`src/hdl/pea_pkg.sv`:
```
`timescale 1ns / 1ps
// ----------------------------------------------------------------------------
// pea_pkg
// shared types and constants of the power and energy accumulator
// ----------------------------------------------------------------------------
package pea_pkg;

    localparam int TIME_W    = 32;
    localparam int VOLT_W    = 15;
    localparam int CUR_W     = 16;
    localparam int POW_W     = 19;
    localparam int SPER_W    = 16;
    localparam int ENERGY_W  = 63;
    localparam int CHARGE_W  = 64;
    localparam int EPROD_W   = POW_W + TIME_W;
    localparam int QPROD_W   = CUR_W + TIME_W + 1;
    localparam int CFG_IDX_W = 2;
    localparam int CFG_DAT_W = 32;
    localparam int DIV_STEPS = 64;
    localparam int CNT_W     = $clog2(DIV_STEPS);

    localparam logic [CFG_IDX_W-1:0] CFG_SAMPLE_PERIOD  = 2'd0;
    localparam logic [CFG_IDX_W-1:0] CFG_LIVE_PERIOD    = 2'd1;
    localparam logic [CFG_IDX_W-1:0] CFG_SUMMARY_PERIOD = 2'd2;

    localparam logic [SPER_W-1:0] SAMPLE_PERIOD_RST  = 16'd100;
    localparam logic [TIME_W-1:0] LIVE_PERIOD_RST    = 32'd1000;
    localparam logic [TIME_W-1:0] SUMMARY_PERIOD_RST = 32'd60000;

    localparam logic [VOLT_W-1:0]   VOLT_MAX_VAL  = '1;
    localparam logic [CUR_W-1:0]    CUR_MAX_VAL   = 16'h7fff;
    localparam logic [CUR_W-1:0]    CUR_MIN_VAL   = 16'h8000;
    localparam logic [POW_W-1:0]    POW_MAX_VAL   = '1;
    localparam logic [ENERGY_W-1:0] ENERGY_MAX    = '1;
    localparam logic [CHARGE_W-1:0] CHARGE_MAX    = 64'h7fff_ffff_ffff_ffff;
    localparam logic [CHARGE_W-1:0] CHARGE_MIN    = 64'h8000_0000_0000_0000;

    typedef struct packed {
        logic [TIME_W-1:0]       timestamp_ms;
        logic [VOLT_W-1:0]       bus_voltage_mv;
        logic signed [CUR_W-1:0] current_tenth_ma;
        logic [POW_W-1:0]        power_tenth_mw;
    } t_in_beat;

    typedef struct packed {
        logic                       sample_taken;
        logic                       live_due;
        logic                       summary_due;
        logic [ENERGY_W-1:0]        energy_sum;
        logic signed [CHARGE_W-1:0] charge_sum;
        logic [VOLT_W-1:0]          voltage_min;
        logic [VOLT_W-1:0]          voltage_max;
        logic signed [CUR_W-1:0]    current_min;
        logic signed [CUR_W-1:0]    current_max;
        logic [POW_W-1:0]           power_peak;
        logic [POW_W-1:0]           average_power;
        logic signed [CUR_W-1:0]    average_current;
    } t_out_beat;

    typedef enum logic [2:0] {
        S_IDLE,
        S_MUL,
        S_ACC,
        S_DIV_LOAD,
        S_DIV,
        S_DONE
    } t_state;

    typedef struct packed {
        logic capture;
        logic compute;
        logic accumulate;
        logic div_load;
        logic div_step;
        logic load_out;
    } t_cmd;

    typedef struct packed {
        logic div_need;
    } t_status;

endpackage

```
`src/hdl/pea_ctrl.sv`:
```
`timescale 1ns / 1ps
// ----------------------------------------------------------------------------
// pea_ctrl
// sequencer for capture, multiply, accumulate, divide and output load
// ----------------------------------------------------------------------------
module pea_ctrl (
    input  logic             i_clk,
    input  logic             i_rst_n,
    input  logic             i_in_valid,
    output logic             o_in_stall,
    output logic             o_out_valid,
    input  logic             i_out_stall,
    input  pea_pkg::t_status i_status,
    output pea_pkg::t_cmd    o_cmd
);

    pea_pkg::t_state           r_state, n_state;
    logic [pea_pkg::CNT_W-1:0] r_cnt, n_cnt;
    logic                      r_out_valid, n_out_valid;
    logic                      out_free;
    logic                      cnt_last;

    assign out_free = !r_out_valid || !i_out_stall;
    assign cnt_last = (r_cnt == pea_pkg::CNT_W'(pea_pkg::DIV_STEPS - 1));

    always_comb begin
        n_state = r_state;
        case (r_state)
            pea_pkg::S_IDLE: begin
                if (i_in_valid) begin
                    n_state = pea_pkg::S_MUL;
                end
            end
            pea_pkg::S_MUL: begin
                n_state = pea_pkg::S_ACC;
            end
            pea_pkg::S_ACC: begin
                n_state = i_status.div_need ? pea_pkg::S_DIV_LOAD : pea_pkg::S_DONE;
            end
            pea_pkg::S_DIV_LOAD: begin
                n_state = pea_pkg::S_DIV;
            end
            pea_pkg::S_DIV: begin
                if (cnt_last) begin
                    n_state = pea_pkg::S_DONE;
                end
            end
            pea_pkg::S_DONE: begin
                if (out_free) begin
                    n_state = pea_pkg::S_IDLE;
                end
            end
            default: begin
                n_state = pea_pkg::S_IDLE;
            end
        endcase
    end

    always_comb begin
        o_cmd       = '0;
        n_cnt       = r_cnt;
        n_out_valid = r_out_valid && i_out_stall;
        case (r_state)
            pea_pkg::S_IDLE: begin
                o_cmd.capture = i_in_valid;
            end
            pea_pkg::S_MUL: begin
                o_cmd.compute = 1'b1;
            end
            pea_pkg::S_ACC: begin
                o_cmd.accumulate = 1'b1;
            end
            pea_pkg::S_DIV_LOAD: begin
                o_cmd.div_load = 1'b1;
                n_cnt          = '0;
            end
            pea_pkg::S_DIV: begin
                o_cmd.div_step = 1'b1;
                n_cnt          = r_cnt + 1'b1;
            end
            pea_pkg::S_DONE: begin
                if (out_free) begin
                    o_cmd.load_out = 1'b1;
                    n_out_valid    = 1'b1;
                end
            end
            default: begin
                o_cmd = '0;
            end
        endcase
    end

    always_ff @(posedge i_clk) begin
        if (!i_rst_n) begin
            r_state     <= pea_pkg::S_IDLE;
            r_cnt       <= '0;
            r_out_valid <= 1'b0;
        end else begin
            r_state     <= n_state;
            r_cnt       <= n_cnt;
            r_out_valid <= n_out_valid;
        end
    end

    assign o_in_stall  = (r_state != pea_pkg::S_IDLE);
    assign o_out_valid = r_out_valid;

endmodule

```
`config.mk`:
```
export PLATFORM = sky130hd
export DESIGN_NAME = pea_ctrl
export DESIGN_NICKNAME = d
export VERILOG_FILES = /design/src/hdl/pea_pkg.sv /design/src/hdl/pea_ctrl.sv
export SDC_FILE = /design/constraint.sdc
export NUM_CORES = 1
export LEC_CHECK = 0
export BUFFER_PORTS_ARGS = -buffer_cell sky130_fd_sc_hd__buf_2
export CAP_MARGIN = 20
export CELL_PAD_IN_SITES_DETAIL_PLACEMENT = 2
export CELL_PAD_IN_SITES_GLOBAL_PLACEMENT = 2
export CORE_MARGIN = 3
export CORE_UTILIZATION = 30
export DETAILED_ROUTE_END_ITERATION = 6
export PLACE_DENSITY = 0.85
export SETUP_SLACK_MARGIN = 0.3
export SKIP_CTS_REPAIR_TIMING = 1
export SYNTH_ARGS = -nofsm -noshare
export SYNTH_HDL_FRONTEND = slang
export SYNTH_SLANG_ARGS = --single-unit
```
`constraint.sdc`:
```
create_clock -name i_clk -period 4.4 [get_ports i_clk]
set_input_delay 0.22 -clock i_clk [delete_from_list [all_inputs] [get_ports i_clk]]
set_output_delay 0.22 -clock i_clk [all_outputs]
set_load 0.005 [all_outputs]
```
==> results of run 1 <==
## metal layers
layer / GRT usage (%) / part of all wire, % / wire, um / up-vias
met5: 0 / 0 / 0 / -
met4: 11.3 / 2.1 / 31 / 0
met3: 5.64 / 5.3 / 77 / 4
met2: 25.1 / 46 / 667 / 11
met1: 21.2 / 47 / 680 / 259
li1: - / - / - / 261
## cell usage after synthesis, drive strengths merged
cell type   n  area, um2
inv         4       15.0
and2b       1       7.51
o211ai      1       7.51
a311oi      2       17.5
clkbuf      1       5.00
o311ai      2       17.5
nor2        3       11.3
or3b        1       8.76
o32ai       1       8.76
dfxtp      10        200
nor3        2       10.0
a41oi       1       8.76
nand4b      1       8.76
nand2b      3       18.8
clkinv      1       3.75
ha          1       12.5
nand2       6       22.5
o21a        2       15.0
buf         2       18.8
nand3b      1       7.51
nor2b       1       6.26
nand3       4       20.0
or2b        1       7.51
a21oi       9       45.0
or3         2       12.5
or4         1       7.51
## power by group
group / leakage, nW / switching (mW) / internal, mW / total, mW
Combinational: 0.160 / 0.0139 / 0.0123 / 0.0261
Sequential: 0.0810 / 0.00527 / 0.0934 / 0.0987
Clock: 0.0138 / 0.0332 / 0.0317 / 0.0649
## cell type report
class,instances,area [um2],area share [%]
tap,16,20.0,3.32
timing repair buffer,12,60.1,9.96
sequential,10,200,33.2
inverter,5,18.8,3.11
clock buffer,3,22.5,3.73
multi-input combinational,46,282,46.7
## logic make-up (layout without fill, tap and decap cells)
family | Yosys count | count (layout) | synth area share, %
adder cells (fa/ha/maj) | 1 | 1 | 2.39
AO/OA/AOI/OAI | 18 | 18 | 22.9
buffers and inverters | 8 | 20 | 8.11
AND/OR/NAND/NOR | 27 | 27 | 28.4
flip-flops | 10 | 10 | 38.2
## worst paths after layout
kind / start / endpoint / slack, ns / depth (start not counted)
worst max-delay path: r_state[2]$_SDFFE_PN0P_ / o_cmd[1] / 2.54 / 3
worst min-delay path: i_rst_n / r_state[2]$_SDFFE_PN0P_ / 0.20 / 2
worst max register to register: r_state[2]$_SDFFE_PN0P_ / r_cnt[5]$_SDFFE_PN0P_ / 2.64 / 3
worst min register to register: r_cnt[4]$_SDFFE_PN0P_ / r_cnt[4]$_SDFFE_PN0P_ / 0.50 / 1
## worst max-delay path: cells and delay by family (launching register included)
family / cells / cell delay, ns
buffers and inverters: 2 / 0.37
DFF: 1 / 0.49
and+or+nand+nor: 1 / 0.51
## state kept, by name, summed over array words and instances (netlist names)
signal / count
r_cnt: 6
r_state: 3
o_out_valid: 1
## through the flow
step / hold WS (ns) / power, mW
floorplan: 0.337 / 0.117
global placement: 0.470 / 0.126
detailed placement: 0.486 / 0.127
CTS: 0.196 / 0.194
global route: 0.214 / 0.203
finish: 0.202 / 0.190
==> run_results.csv, run 1 <==
group,metric,value,unit
drt,firstDrtPassIters,4,
sta,rsz0062_at_grt,"no",
critical_path,crit_type,"flip-flop to primary output",
global_route,grt.overflow.total,0,
global_route,track_usage,17.1,%
floorplan,die_area,0.00229,mm2
critical_path,crit_chain,"or3b_1, inv_1, buf_2",
critical_path,critPathMaxStageDelay,0.51,ns
sta,setup_ws,2.54,ns
drt,wire_per_inst,15.8,um
global_route,antenna_found_initial,0,
clock_network,cts.reportedPaths.clkPinSlew,0.07,ns
floorplan,coreArea,0.00158,mm2
finish,final_area,603,um2
synthesis,synthCells,64,
sta,hold_viol,0,
pwr,max-vdd-ir-drop,0.151,mV
global_route,grt_max_degree,11,
drt,ant_nets,0,
synthesis,ys_types,27,
clock_network,htree_levels,1,
clock_network,cts_tree,"yes",
critical_path,arrival,1.64,ns
drt,viasPerCell,5.82,
sta,setup_viol,0,
synthesis,synthesis.area,524,um2
sta,fin_setup_tns,0,ns
global_route,grt_pass1_wl,2550,um
outcome,status,"finished clean",
synthesis,synth_nets,70,
finish,fin_util,38.3,%
sta,final.period_utilization,42.3,%
critical_path,critPathMaxFanout,10,
floorplan,start_util,33.3,%
floorplan,io_pins,13,
finish,num_antenna_cells,0,
synthesis,yosysSeqAreaShare,38.2,%
critical_path,end_kind,"primary output",
finish,syn_to_final_growth,15.0,%
finish,drive_gt1_share,19.7,%
run,maxCapViolCount,0,
place,gp_congestion,0.707,
sta,min_period,1.86,ns
clock_network,cts-root-buf,"clkbuf_4",
finish,fin_nets,84,
sta,drv_slew,0,
worst_hold_path,hold_path.class,"primary input to flip-flop",
clock_network,cts_buffers,3,
synthesis,synth.avg_cell_area,8.19,um2
synthesis,yosys_warnings,0,
drt,vias,535,
clock_network,clock-sinks,10,
finish,final_cells,92,
sta,clock_skew,0.00634,ns
floorplan,dieHeight,47.8,um
sta,max_slew_margin,71.7,%
place,place_area,581,um2
sta,worst_pin_slew,0.419,ns
place,port-buffer-count,12,
critical_path,crit_required,4.18,ns
floorplan,die_w,47.8,um
drt,drt-total-wl,1460,um
finish,mostFrequentLayoutCells,"12 x buf_2, 10 x dfxtp_1, 9 x a21oi_1, 6 x nand2_1",
pwr,power_density,315,mW/mm2
sta,clock.fmax,0.537,GHz
finish,final_common_cell,"buf_2",
critical_path,critPathLaunchType,"flip-flop",
place,dp.cells,89,
place,place_ws,2.66,ns
synthesis,synth-seq-cells,10,
place,dp_hpwl,1110,um
clock_network,cts_buffer_depth,2,
pwr,power_leakage,0.254,nW
clock_network,clock_latency,0.27,ns
floorplan,rows,14,
drt,route.detailed.drc,0,
drt,drt_iter0_markers,2,
critical_path,crit_path_top_delay_cell,"or3b_1",
finish,fill_cells,199,
global_route,grt_pass1_vias,543,
No activity file was read; power rests on OpenSTA's default activity.
==> inputs of run 2 (changes only) <==
--- a/config.mk
+++ b/config.mk
@@ -10,9 +10,9 @@
 export CELL_PAD_IN_SITES_DETAIL_PLACEMENT = 2
 export CELL_PAD_IN_SITES_GLOBAL_PLACEMENT = 2
 export CORE_MARGIN = 3
-export CORE_UTILIZATION = 30
+export CORE_UTILIZATION = 28
 export DETAILED_ROUTE_END_ITERATION = 6
-export PLACE_DENSITY = 0.85
+export PLACE_DENSITY = 0.81
 export SETUP_SLACK_MARGIN = 0.3
 export SKIP_CTS_REPAIR_TIMING = 1
 export SYNTH_ARGS = -nofsm -noshare
==> constraint.sdc (replaced) <==
create_clock -name i_clk -period 1.75 [get_ports i_clk]
set_input_delay 0.0875 -clock i_clk [delete_from_list [all_inputs] [get_ports i_clk]]
set_output_delay 0.0875 -clock i_clk [all_outputs]
set_load 0.005 [all_outputs]
==> run 2 against run 1 <==
Against the previous run:
- worst setup slack lost 2.2 ns
- non-clock buffer count grew 3
- count of clock-buffer cells in the layout is the same
==> run_results.csv, run 2 (synthesized netlist as in run 1, its figures left out) <==
group,metric,value,unit
drt,ant_nets,0,
finish,final_cells,104,
place,dp_hpwl,1080,um
sta,drv_slew,0,
drt,vias,525,
sta,fin_hold_ws,0.0753,ns
critical_path,critPathMaxFanout,8,
sta,rsz0062_at_grt,"yes",
clock_network,cts.reportedPaths.clkPinSlew,0.06,ns
floorplan,dieHeight,49.3,um
run,maxCapViolCount,0,
clock_network,cts-root-buf,"clkbuf_4",
clock_network,cts_buffer_depth,2,
worst_hold_path,hold_path.class,"primary input to flip-flop",
critical_path,crit_chain,"or3b_4, or4_4, a21oi_2",
drt,drt-total-wl,1520,um
global_route,track_usage,13.6,%
global_route,grt_pass1_wl,2560,um
global_route,grt.overflow.total,0,
finish,final_common_cell,"buf_2",
clock_network,clock-sinks,10,
critical_path,crit_family,"simple AND/OR/NAND/NOR gates",
drt,firstDrtPassIters,2,
floorplan,coreArea,0.00175,mm2
drt,route.detailed.drc,0,
place,dp.cells,99,
clock_network,clock_latency,0.26,ns
floorplan,rows,15,
floorplan,start_util,30.0,%
sta,hold_viol,0,
critical_path,crit_type,"flip-flop to flip-flop",
finish,fill_cells,202,
sta,clock.fmax,0.700,GHz
drt,drt_iter0_markers,5,
drt,viasPerCell,5.05,
pwr,max-vdd-ir-drop,0.397,mV
finish,fin_nets,87,
critical_path,crit_required,1.95,ns
floorplan,die_area,0.00243,mm2
finish,syn_to_final_growth,28.2,%
finish,largest_register_ffs,6,
pwr,power_leakage,0.274,nW
global_route,grt_max_degree,11,
sta,setup_viol,0,
sta,fin_setup_tns,0,ns
critical_path,crit_path_top_delay_cell,"or3b_4",
global_route,antenna_found_initial,0,
global_route,grt_pass1_vias,569,
floorplan,io_pins,13,
finish,drive_gt1_share,32.9,%
sta,clock_skew,0.000729,ns
clock_network,htree_levels,1,
sta,worst_pin_slew,0.334,ns
finish,regMostFlops,"r_cnt",
place,gp_congestion,0.725,
critical_path,critPathMaxStageDelay,0.46,ns
critical_path,critPathLaunchType,"flip-flop",
sta,min_period,1.43,ns
drt,wire_per_inst,14.6,um
outcome,status,"finished clean",
clock_network,cts_buffers,3,
floorplan,die_w,49.3,um
pwr,power_density,723,mW/mm2
clock_network,cts_tree,"yes",
critical_path,arrival,1.62,ns
finish,num_antenna_cells,0,
finish,mostFrequentLayoutCells,"11 x buf_2, 8 x a21oi_1, 8 x dfxtp_1, 6 x nand2_1, 4 x nand3_1",
critical_path,path_buf_inv,0,
sta,max_slew_margin,77.4,%
critical_path,end_kind,"flip-flop",
sta,final.period_utilization,81.6,%
place,port-buffer-count,12,
## run 2: report_power, final
group,total (mW),switching (mW),internal [mW]
sequential,0.245,0.0101,0.235
combinational,0.0818,0.0432,0.0386
clock,0.159,0.0791,0.0795
total,0.486,0.132,0.353
## run 2: final cells by class
type | count | area (um2) | share of cell area, %
Clock buffer | 3 | 22.5 | 3.35
Inverter | 5 | 21.3 | 3.17
Multi-Input combinational cell | 46 | 305 | 45.4
Sequential cell | 10 | 205 | 30.5
Tap cell | 25 | 31.3 | 4.66
Timing Repair Buffer | 15 | 86.3 | 12.8
## run 2: worst paths after layout
| kind | cells past startpoint | slack (ns) | start | endpoint |
|---|---|---|---|---|
| hold / removal | 2 | 0.08 | i_rst_n | r_state[2]$_SDFFE_PN0P_ |
| hold reg to reg | 2 | 0.52 | r_cnt[5]$_SDFFE_PN0P_ | r_cnt[5]$_SDFFE_PN0P_ |
| setup reg to reg | 3 | 0.32 | r_state[1]$_SDFFE_PN0P_ | r_cnt[5]$_SDFFE_PN0P_ |
| setup / recovery | 3 | 0.32 | r_state[1]$_SDFFE_PN0P_ | r_cnt[5]$_SDFFE_PN0P_ |
## run 2: metrics by stage
stage               power (mW)  util (%)  worst slack [ns]  cell area (um2)
floorplan                0.298         -             0.267              537
global placement         0.319      34.3             0.265              599
detailed placement       0.322      34.3             0.237              599
CTS                      0.486      35.6             0.132              622
global route             0.526      38.5             0.275              672
finish                   0.486      38.5             0.322              672
## run 2: layer usage
metal	track usage, %	vias up	share of wire [%]
met4	8.53	0	0.39
met5	0	-	0
met1	17.4	250	51
met2	20.5	6	45
li1	-	267	-
met3	3.06	2	3.2
