<file path="src/hdl/pea_pkg.sv">
`timescale 1ns / 1ps
// ----------------------------------------------------------------------------
// pea_pkg
// shared types and constants of the power and energy accumulator
// ----------------------------------------------------------------------------
package pea_pkg;

    localparam int TIME_W    = 32;
    localparam int VOLT_W    = 15;
    localparam int CUR_W     = 16;
    localparam int POW_W     = 19;
    localparam int SPER_W    = 16;
    localparam int ENERGY_W  = 63;
    localparam int CHARGE_W  = 64;
    localparam int EPROD_W   = POW_W + TIME_W;
    localparam int QPROD_W   = CUR_W + TIME_W + 1;
    localparam int CFG_IDX_W = 2;
    localparam int CFG_DAT_W = 32;
    localparam int DIV_STEPS = 64;
    localparam int CNT_W     = $clog2(DIV_STEPS);

    localparam logic [CFG_IDX_W-1:0] CFG_SAMPLE_PERIOD  = 2'd0;
    localparam logic [CFG_IDX_W-1:0] CFG_LIVE_PERIOD    = 2'd1;
    localparam logic [CFG_IDX_W-1:0] CFG_SUMMARY_PERIOD = 2'd2;

    localparam logic [SPER_W-1:0] SAMPLE_PERIOD_RST  = 16'd100;
    localparam logic [TIME_W-1:0] LIVE_PERIOD_RST    = 32'd1000;
    localparam logic [TIME_W-1:0] SUMMARY_PERIOD_RST = 32'd60000;

    localparam logic [VOLT_W-1:0]   VOLT_MAX_VAL  = '1;
    localparam logic [CUR_W-1:0]    CUR_MAX_VAL   = 16'h7fff;
    localparam logic [CUR_W-1:0]    CUR_MIN_VAL   = 16'h8000;
    localparam logic [POW_W-1:0]    POW_MAX_VAL   = '1;
    localparam logic [ENERGY_W-1:0] ENERGY_MAX    = '1;
    localparam logic [CHARGE_W-1:0] CHARGE_MAX    = 64'h7fff_ffff_ffff_ffff;
    localparam logic [CHARGE_W-1:0] CHARGE_MIN    = 64'h8000_0000_0000_0000;

    typedef struct packed {
        logic [TIME_W-1:0]       timestamp_ms;
        logic [VOLT_W-1:0]       bus_voltage_mv;
        logic signed [CUR_W-1:0] current_tenth_ma;
        logic [POW_W-1:0]        power_tenth_mw;
    } t_in_beat;

    typedef struct packed {
        logic                       sample_taken;
        logic                       live_due;
        logic                       summary_due;
        logic [ENERGY_W-1:0]        energy_sum;
        logic signed [CHARGE_W-1:0] charge_sum;
        logic [VOLT_W-1:0]          voltage_min;
        logic [VOLT_W-1:0]          voltage_max;
        logic signed [CUR_W-1:0]    current_min;
        logic signed [CUR_W-1:0]    current_max;
        logic [POW_W-1:0]           power_peak;
        logic [POW_W-1:0]           average_power;
        logic signed [CUR_W-1:0]    average_current;
    } t_out_beat;

    typedef enum logic [2:0] {
        S_IDLE,
        S_MUL,
        S_ACC,
        S_DIV_LOAD,
        S_DIV,
        S_DONE
    } t_state;

    typedef struct packed {
        logic capture;
        logic compute;
        logic accumulate;
        logic div_load;
        logic div_step;
        logic load_out;
    } t_cmd;

    typedef struct packed {
        logic div_need;
    } t_status;

endpackage

</file>
<file path="src/hdl/pea_dp.sv">
`timescale 1ns / 1ps
// ----------------------------------------------------------------------------
// pea_dp
// config registers, sample gate, products, saturating sums, extremes and
// the bit-serial divider for the averages
// ----------------------------------------------------------------------------
module pea_dp (
    input  logic                              i_clk,
    input  logic                              i_rst_n,
    input  logic                              i_cfg_we,
    input  logic [pea_pkg::CFG_IDX_W-1:0]     i_cfg_index,
    input  logic [pea_pkg::CFG_DAT_W-1:0]     i_cfg_data,
    input  pea_pkg::t_in_beat                 i_in_beat,
    input  pea_pkg::t_cmd                     i_cmd,
    output pea_pkg::t_status                  o_status,
    output pea_pkg::t_out_beat                o_out_beat
);

    // configuration
    logic [pea_pkg::SPER_W-1:0] r_sample_period;
    logic [pea_pkg::TIME_W-1:0] r_live_period;
    logic [pea_pkg::TIME_W-1:0] r_summary_period;

    // accumulator state
    logic                               r_started;
    logic [pea_pkg::TIME_W-1:0]         r_start_time;
    logic [pea_pkg::TIME_W-1:0]         r_prev_time;
    logic [pea_pkg::TIME_W-1:0]         r_next_live;
    logic [pea_pkg::TIME_W-1:0]         r_next_summary;
    logic [pea_pkg::ENERGY_W-1:0]       r_energy;
    logic signed [pea_pkg::CHARGE_W-1:0] r_charge;
    logic [pea_pkg::VOLT_W-1:0]         r_low_volt;
    logic [pea_pkg::VOLT_W-1:0]         r_high_volt;
    logic signed [pea_pkg::CUR_W-1:0]   r_low_cur;
    logic signed [pea_pkg::CUR_W-1:0]   r_high_cur;
    logic [pea_pkg::POW_W-1:0]          r_peak_pow;

    // captured beat and multiply stage
    pea_pkg::t_in_beat                  r_in;
    logic                               r_first;
    logic                               r_taken;
    logic                               r_live_hit;
    logic                               r_summ_hit;
    logic                               r_div_need;
    logic [pea_pkg::TIME_W-1:0]         r_elapsed;
    logic [pea_pkg::EPROD_W-1:0]        r_eprod;
    logic signed [pea_pkg::QPROD_W-1:0] r_qprod;

    // divider
    logic [pea_pkg::CHARGE_W-1:0] r_num_e;
    logic [pea_pkg::CHARGE_W-1:0] r_num_q;
    logic [pea_pkg::TIME_W-1:0]   r_rem_e;
    logic [pea_pkg::TIME_W-1:0]   r_rem_q;
    logic                         r_q_neg;

    pea_pkg::t_out_beat r_out;

    logic [pea_pkg::TIME_W-1:0]         dt;
    logic [pea_pkg::TIME_W-1:0]         live_diff;
    logic [pea_pkg::TIME_W-1:0]         summ_diff;
    logic [pea_pkg::TIME_W-1:0]         elapsed;
    logic                               gate;
    logic [pea_pkg::EPROD_W-1:0]        eprod_w;
    logic signed [pea_pkg::QPROD_W-1:0] qprod_w;
    logic [pea_pkg::ENERGY_W:0]         esum_w;
    logic [pea_pkg::ENERGY_W-1:0]       n_energy;
    logic signed [pea_pkg::CHARGE_W:0]  csum_w;
    logic signed [pea_pkg::CHARGE_W-1:0] n_charge;
    logic [pea_pkg::TIME_W:0]           rsh_e;
    logic [pea_pkg::TIME_W:0]           rsh_q;
    logic [pea_pkg::TIME_W:0]           rsub_e;
    logic [pea_pkg::TIME_W:0]           rsub_q;
    logic                               ge_e;
    logic                               ge_q;
    logic [pea_pkg::POW_W-1:0]          avg_p;
    logic [pea_pkg::CUR_W-1:0]          avg_i;
    logic [pea_pkg::CUR_W-1:0]          neg_q;

    always_ff @(posedge i_clk) begin
        if (!i_rst_n) begin
            r_sample_period  <= pea_pkg::SAMPLE_PERIOD_RST;
            r_live_period    <= pea_pkg::LIVE_PERIOD_RST;
            r_summary_period <= pea_pkg::SUMMARY_PERIOD_RST;
        end else if (i_cfg_we) begin
            case (i_cfg_index)
                pea_pkg::CFG_SAMPLE_PERIOD: begin
                    r_sample_period <= i_cfg_data[pea_pkg::SPER_W-1:0];
                end
                pea_pkg::CFG_LIVE_PERIOD: begin
                    r_live_period <= i_cfg_data;
                end
                pea_pkg::CFG_SUMMARY_PERIOD: begin
                    r_summary_period <= i_cfg_data;
                end
                default: begin
                    r_sample_period <= r_sample_period;
                end
            endcase
        end
    end

    // sample gate and products
    assign dt        = r_in.timestamp_ms - r_prev_time;
    assign live_diff = r_in.timestamp_ms - r_next_live;
    assign summ_diff = r_in.timestamp_ms - r_next_summary;
    assign elapsed   = r_in.timestamp_ms - r_start_time;
    assign gate      = r_started && !dt[pea_pkg::TIME_W-1] &&
                       (dt >= pea_pkg::TIME_W'(r_sample_period));
    assign eprod_w   = pea_pkg::EPROD_W'(r_in.power_tenth_mw) * pea_pkg::EPROD_W'(dt);
    assign qprod_w   = pea_pkg::QPROD_W'(r_in.current_tenth_ma) * $signed({1'b0, dt});

    always_ff @(posedge i_clk) begin
        if (i_cmd.capture) begin
            r_in <= i_in_beat;
        end
        if (i_cmd.compute) begin
            r_first    <= !r_started;
            r_taken    <= gate;
            r_live_hit <= gate && !live_diff[pea_pkg::TIME_W-1];
            r_summ_hit <= gate && !summ_diff[pea_pkg::TIME_W-1];
            r_div_need <= gate && !summ_diff[pea_pkg::TIME_W-1] && (elapsed != '0);
            r_elapsed  <= elapsed;
            r_eprod    <= eprod_w;
            r_qprod    <= qprod_w;
        end
    end

    // saturating sums
    assign esum_w   = {1'b0, r_energy} + (pea_pkg::ENERGY_W + 1)'(r_eprod);
    assign n_energy = esum_w[pea_pkg::ENERGY_W] ? pea_pkg::ENERGY_MAX
                                                : esum_w[pea_pkg::ENERGY_W-1:0];
    assign csum_w   = (pea_pkg::CHARGE_W + 1)'(r_charge) + (pea_pkg::CHARGE_W + 1)'(r_qprod);

    always_comb begin
        n_charge = csum_w[pea_pkg::CHARGE_W-1:0];
        if (csum_w[pea_pkg::CHARGE_W] != csum_w[pea_pkg::CHARGE_W-1]) begin
            n_charge = r_qprod[pea_pkg::QPROD_W-1] ? pea_pkg::CHARGE_MIN : pea_pkg::CHARGE_MAX;
        end
    end

    always_ff @(posedge i_clk) begin
        if (!i_rst_n) begin
            r_started      <= 1'b0;
            r_start_time   <= '0;
            r_prev_time    <= '0;
            r_next_live    <= '0;
            r_next_summary <= '0;
            r_energy       <= '0;
            r_charge       <= '0;
            r_low_volt     <= pea_pkg::VOLT_MAX_VAL;
            r_high_volt    <= '0;
            r_low_cur      <= pea_pkg::CUR_MAX_VAL;
            r_high_cur     <= pea_pkg::CUR_MIN_VAL;
            r_peak_pow     <= '0;
        end else if (i_cmd.accumulate) begin
            if (r_first) begin
                r_started      <= 1'b1;
                r_start_time   <= r_in.timestamp_ms;
                r_prev_time    <= r_in.timestamp_ms;
                r_next_live    <= r_in.timestamp_ms + r_live_period;
                r_next_summary <= r_in.timestamp_ms + r_summary_period;
            end else if (r_taken) begin
                r_prev_time <= r_in.timestamp_ms;
                r_energy    <= n_energy;
                r_charge    <= n_charge;
                if (r_in.bus_voltage_mv < r_low_volt) begin
                    r_low_volt <= r_in.bus_voltage_mv;
                end
                if (r_in.bus_voltage_mv > r_high_volt) begin
                    r_high_volt <= r_in.bus_voltage_mv;
                end
                if ($signed(r_in.current_tenth_ma) < r_low_cur) begin
                    r_low_cur <= r_in.current_tenth_ma;
                end
                if ($signed(r_in.current_tenth_ma) > r_high_cur) begin
                    r_high_cur <= r_in.current_tenth_ma;
                end
                if (r_in.power_tenth_mw > r_peak_pow) begin
                    r_peak_pow <= r_in.power_tenth_mw;
                end
                if (r_live_hit) begin
                    r_next_live <= r_in.timestamp_ms + r_live_period;
                end
                if (r_summ_hit) begin
                    r_next_summary <= r_in.timestamp_ms + r_summary_period;
                end
            end
        end
    end

    // restoring divider, one quotient bit per cycle on both sums
    assign rsh_e  = {r_rem_e, r_num_e[pea_pkg::CHARGE_W-1]};
    assign rsh_q  = {r_rem_q, r_num_q[pea_pkg::CHARGE_W-1]};
    assign rsub_e = rsh_e - {1'b0, r_elapsed};
    assign rsub_q = rsh_q - {1'b0, r_elapsed};
    assign ge_e   = (rsh_e >= {1'b0, r_elapsed});
    assign ge_q   = (rsh_q >= {1'b0, r_elapsed});

    always_ff @(posedge i_clk) begin
        if (i_cmd.div_load) begin
            r_num_e <= {1'b0, r_energy};
            r_num_q <= r_charge[pea_pkg::CHARGE_W-1] ? -r_charge : r_charge;
            r_q_neg <= r_charge[pea_pkg::CHARGE_W-1];
            r_rem_e <= '0;
            r_rem_q <= '0;
        end else if (i_cmd.div_step) begin
            r_num_e <= {r_num_e[pea_pkg::CHARGE_W-2:0], ge_e};
            r_num_q <= {r_num_q[pea_pkg::CHARGE_W-2:0], ge_q};
            r_rem_e <= ge_e ? rsub_e[pea_pkg::TIME_W-1:0] : rsh_e[pea_pkg::TIME_W-1:0];
            r_rem_q <= ge_q ? rsub_q[pea_pkg::TIME_W-1:0] : rsh_q[pea_pkg::TIME_W-1:0];
        end
    end

    // average clamp
    assign neg_q = -r_num_q[pea_pkg::CUR_W-1:0];

    always_comb begin
        avg_p = '0;
        avg_i = '0;
        if (r_div_need) begin
            avg_p = (r_num_e > pea_pkg::CHARGE_W'(pea_pkg::POW_MAX_VAL))
                    ? pea_pkg::POW_MAX_VAL : r_num_e[pea_pkg::POW_W-1:0];
            if (r_q_neg) begin
                avg_i = (r_num_q > pea_pkg::CHARGE_W'(pea_pkg::CUR_MIN_VAL))
                        ? pea_pkg::CUR_MIN_VAL : neg_q;
            end else begin
                avg_i = (r_num_q > pea_pkg::CHARGE_W'(pea_pkg::CUR_MAX_VAL))
                        ? pea_pkg::CUR_MAX_VAL : r_num_q[pea_pkg::CUR_W-1:0];
            end
        end
    end

    always_ff @(posedge i_clk) begin
        if (i_cmd.load_out) begin
            r_out.sample_taken    <= r_taken && !r_first;
            r_out.live_due        <= r_live_hit && !r_first;
            r_out.summary_due     <= r_summ_hit && !r_first;
            r_out.energy_sum      <= r_energy;
            r_out.charge_sum      <= r_charge;
            r_out.voltage_min     <= r_low_volt;
            r_out.voltage_max     <= r_high_volt;
            r_out.current_min     <= r_low_cur;
            r_out.current_max     <= r_high_cur;
            r_out.power_peak      <= r_peak_pow;
            r_out.average_power   <= (r_first ? '0 : avg_p);
            r_out.average_current <= (r_first ? '0 : avg_i);
        end
    end

    assign o_status.div_need = r_div_need;
    assign o_out_beat        = r_out;

endmodule

</file>
<file path="config.mk">
export PLATFORM = sky130hd
export DESIGN_NAME = pea_dp
export DESIGN_NICKNAME = d
export VERILOG_FILES = /design/src/hdl/pea_pkg.sv /design/src/hdl/pea_dp.sv
export SDC_FILE = /design/constraint.sdc
export NUM_CORES = 2
export LEC_CHECK = 0
export BUFFER_PORTS_ARGS = -buffer_cell sky130_fd_sc_hd__buf_2
export CAP_MARGIN = 25
export CORE_UTILIZATION = 55
export CTS_CLUSTER_SIZE = 24
export DETAILED_ROUTE_END_ITERATION = 16
export GPL_ROUTABILITY_DRIVEN = 0
export PLACE_DENSITY = 0.75
export RECOVER_POWER = 25
export SLEW_MARGIN = 25
export SYNTH_ARGS = -nofsm -noshare
export SYNTH_HDL_FRONTEND = slang
export SYNTH_SLANG_ARGS = --single-unit
</file>
<file path="constraint.sdc">
create_clock -name i_clk -period 20.5 [get_ports i_clk]
set_input_delay 4.1 -clock i_clk [delete_from_list [all_inputs] [get_ports i_clk]]
set_output_delay 4.1 -clock i_clk [all_outputs]
set_load 0.02 [all_outputs]
</file>
==> run_results.csv <==
group,metric,value,unit
setup_path,crit_path_start_kind,"register",
logic_synthesis,synth_flop_cell,"edfxtp_1",
sta,fin_skew,56.6,ps
setup_path,crit_top_cell,"fa_1",
clocking,clock_sinks,1075,
cells_and_area,fillers,14000,
setup_path,r2r-start,"r_in[51]",
logic_synthesis,async_flop_share,0,
sta,report.final.slew_viol_count,308,
drt,routedWlPerCell,21.4,um
setup_path,required,20970,ps
floorplanning,start_util,0.555,
floorplanning,rows,151,
logic_synthesis,synth_seq_cells,1075,
sta,tightest_slew,5730,ps
placement,hpwl,195,mm
global_route,grt_max_degree,154,
min_path,hold_end,"o_out_beat[62]",
clocking,hold_buffers,0,
clocking,ctsHtreeMaxLevel,3,
drt,drtPass1Iterations,8,
logic_synthesis,synth-seq-area-share,0.291,
drt,via_per_inst,5.96,
cells_and_area,syn2layout_area_growth,8.75,%
clocking,cts_resized,0,
setup_path,max_stage_delay,600,ps
floorplanning,design.die.area,173000,um^2
logic_synthesis,yosysWarnings,0,
sta,relSlewSlack,-2.82,
sta,finalCritPeriodShare,0.529,
logic_synthesis,syn_area,94300,um^2
setup_path,reg2regPathDepth,35,
min_path,hold_depth,0,
clocking,root_buffer,"clkbuf_16",
drt,ant_nets,0,
clocking,cts_setup_buffers,0,
clocking,cts_tree,"yes",
setup_path,cp-end-kind,"register",
sta,min_period,10840,ps
min_path,hp-start,"r_high_cur[8]",
placement,port_buffers,371,
global_route,grt_pass1_vias,75200,
setup_path,arrival,11320,ps
floorplanning,die_x,416,um
setup_path,slowest_stage,"o31ai_1",
drt,route.detailed.drc,0,
setup_path,path_max_fanout,36,
logic_synthesis,ys_types,87,
cells_and_area,drive_gt1_frac,0.0811,
floorplanning,core_area,170000,um^2
sta,setup_viol,0,
run_status,violations,"max-capacitance violations, max-slew violations",
logic_synthesis,synth_edf_count,593,
clocking,path_clk_slew,70,ps
floorplanning,die_y,416,um
global_route,grt_pass1_wl,423,mm
cells_and_area,layout_common_cells,"inv_1 (1,455), nand2_1 (1,261), fa_1 (935), a21oi_1 (781), ha_1 (750)",
logic_synthesis,netlist_instances,10200,
logic_synthesis,synth_area_per_cell,9.24,um^2
sta,finalSetupTns,0,ps
run_status,status,"complete, but fails checks",
clocking,clockBufferDepth,3,
logic_synthesis,synth_fp_nets,12000,
setup_path,criticalPathCategory,"register to register",
sta,max_clock_freq,92.2,MHz
drt,vias,75700,
global_route,antenna_found_initial,18,
cells_and_area,final_common_cell,"inv_1",
setup_path,rrSetupSlack,9660,ps
job,drv_cap,5,
clocking,cts_made_buffers,112,
drt,drt_iter0_drc,7296,
clocking,insertion_delay,780,ps
global_route,overflow,0,
min_path,hp-class,"register to register",
sta,rsz0062_at_grt,"no",
setup_path,reg2reg_to,"r_eprod[49]",
cells_and_area,fin_nets,12200,
floorplanning,io_pins,372,
drt,routed_wirelength,272,mm
sta,final_hold_viol_count,0,
global_route,grt_usage,0.311,
## cells by family (layout without fill, tap and decap cells)
| group | count (synthesis) | count (layout) | share of synthesized area |
|---|---|---|---|
| adders and majority gates | 1685 | 1685 | 0.298 |
| buffers and inverters | 1924 | 2183 | 0.0767 |
| xor gates and xnor gates | 417 | 417 | 0.0387 |
| muxes | 163 | 163 | 0.0182 |
| AOI/OAI and AO/OA | 1991 | 1991 | 0.130 |
| other | 0 | 9 | 0 |
| DFF | 1075 | 1075 | 0.291 |
| and+or+nand+nor | 2950 | 2950 | 0.148 |
## stage by stage
stage                     setup slack, ps  hold slack (ps)  utilization  instances  cell area, um^2
after floorplan                     11510              429            -      10200            94300
after global routing                 9060              436        0.604      12700           103000
after detailed placement             9860              444        0.581      12500            98600
final                                9660              442        0.604      12700           103000
after global placement              10050              437        0.581      12500            98600
after CTS                            9760              440        0.604      12700           103000
## area by class of cell
cell class / instances / area [um^2] / share of cell area
multi-input combinational: 7206 / 59900 / 0.584
sequential: 1075 / 27500 / 0.268
timing repair buffer: 511 / 2910 / 0.0283
inverter: 1458 / 5480 / 0.0535
antenna: 9 / 22.5 / 0.000220
clock buffer: 131 / 2960 / 0.0289
clock inverter: 83 / 1010 / 0.00984
tap: 2218 / 2780 / 0.0271
## cell usage after synthesis, drive strengths merged (77+ instances only)
library cell	count	area, um^2
a211oi	79	593
nand3	108	546
edfxtp	593	17800
dfxtp	482	9650
o21ai	375	1880
nor2b	103	644
a21o	270	2030
fa	935	18700
a31oi	77	482
xor2	194	1700
nand2b	81	507
xnor2	223	1950
nor2	520	1950
nor3	85	430
inv	1457	5470
nand4	82	513
a21oi	784	3930
and2	485	3030
clkbuf	446	1670
nand2	1261	4730
ha	750	9380
mux2i	96	961
## critical path: cells and delay by family, from the launching register on
family	cells	cell delay, ps
adders and majority gates	8	3910
DFF	1	550
buffers and inverters	6	890
xor gates and xnor gates	2	290
and+or+nand+nor	4	680
AOI/OAI and AO/OA	15	4220
## sequential cells by signal, indices dropped and copies added (netlist names), 49 cells and up
register and flops:
r_charge 64, r_num_q 64, r_in 82, r_qprod 49
r_eprod 51, r_energy 63, r_num_e 64, o_out_beat 246
## worst max-delay path by stage
stage / startpoint / endpoint
final: r_in[51] / r_eprod[49]
after detailed placement: r_in[51] / r_eprod[49]
after global placement: r_in[51] / r_eprod[49]
after CTS: r_in[51] / r_eprod[49]
after global routing: r_in[51] / r_eprod[49]
after floorplan: r_in[51] / r_eprod[49]
## per-layer routing
metal | vias up | track usage | part of all wire
li1 | 34100 | - | -
met1 | 37000 | 0.416 | 0.40
met2 | 3808 | 0.486 | 0.44
met3 | 755 | 0.0599 | 0.10
met4 | 10 | 0.153 | 0.054
met5 | - | 0 | 0.00029
Power is left out: the tool's default activity adds up to more than one toggle a clock period on the data nets, which glitch-free logic cannot reach.
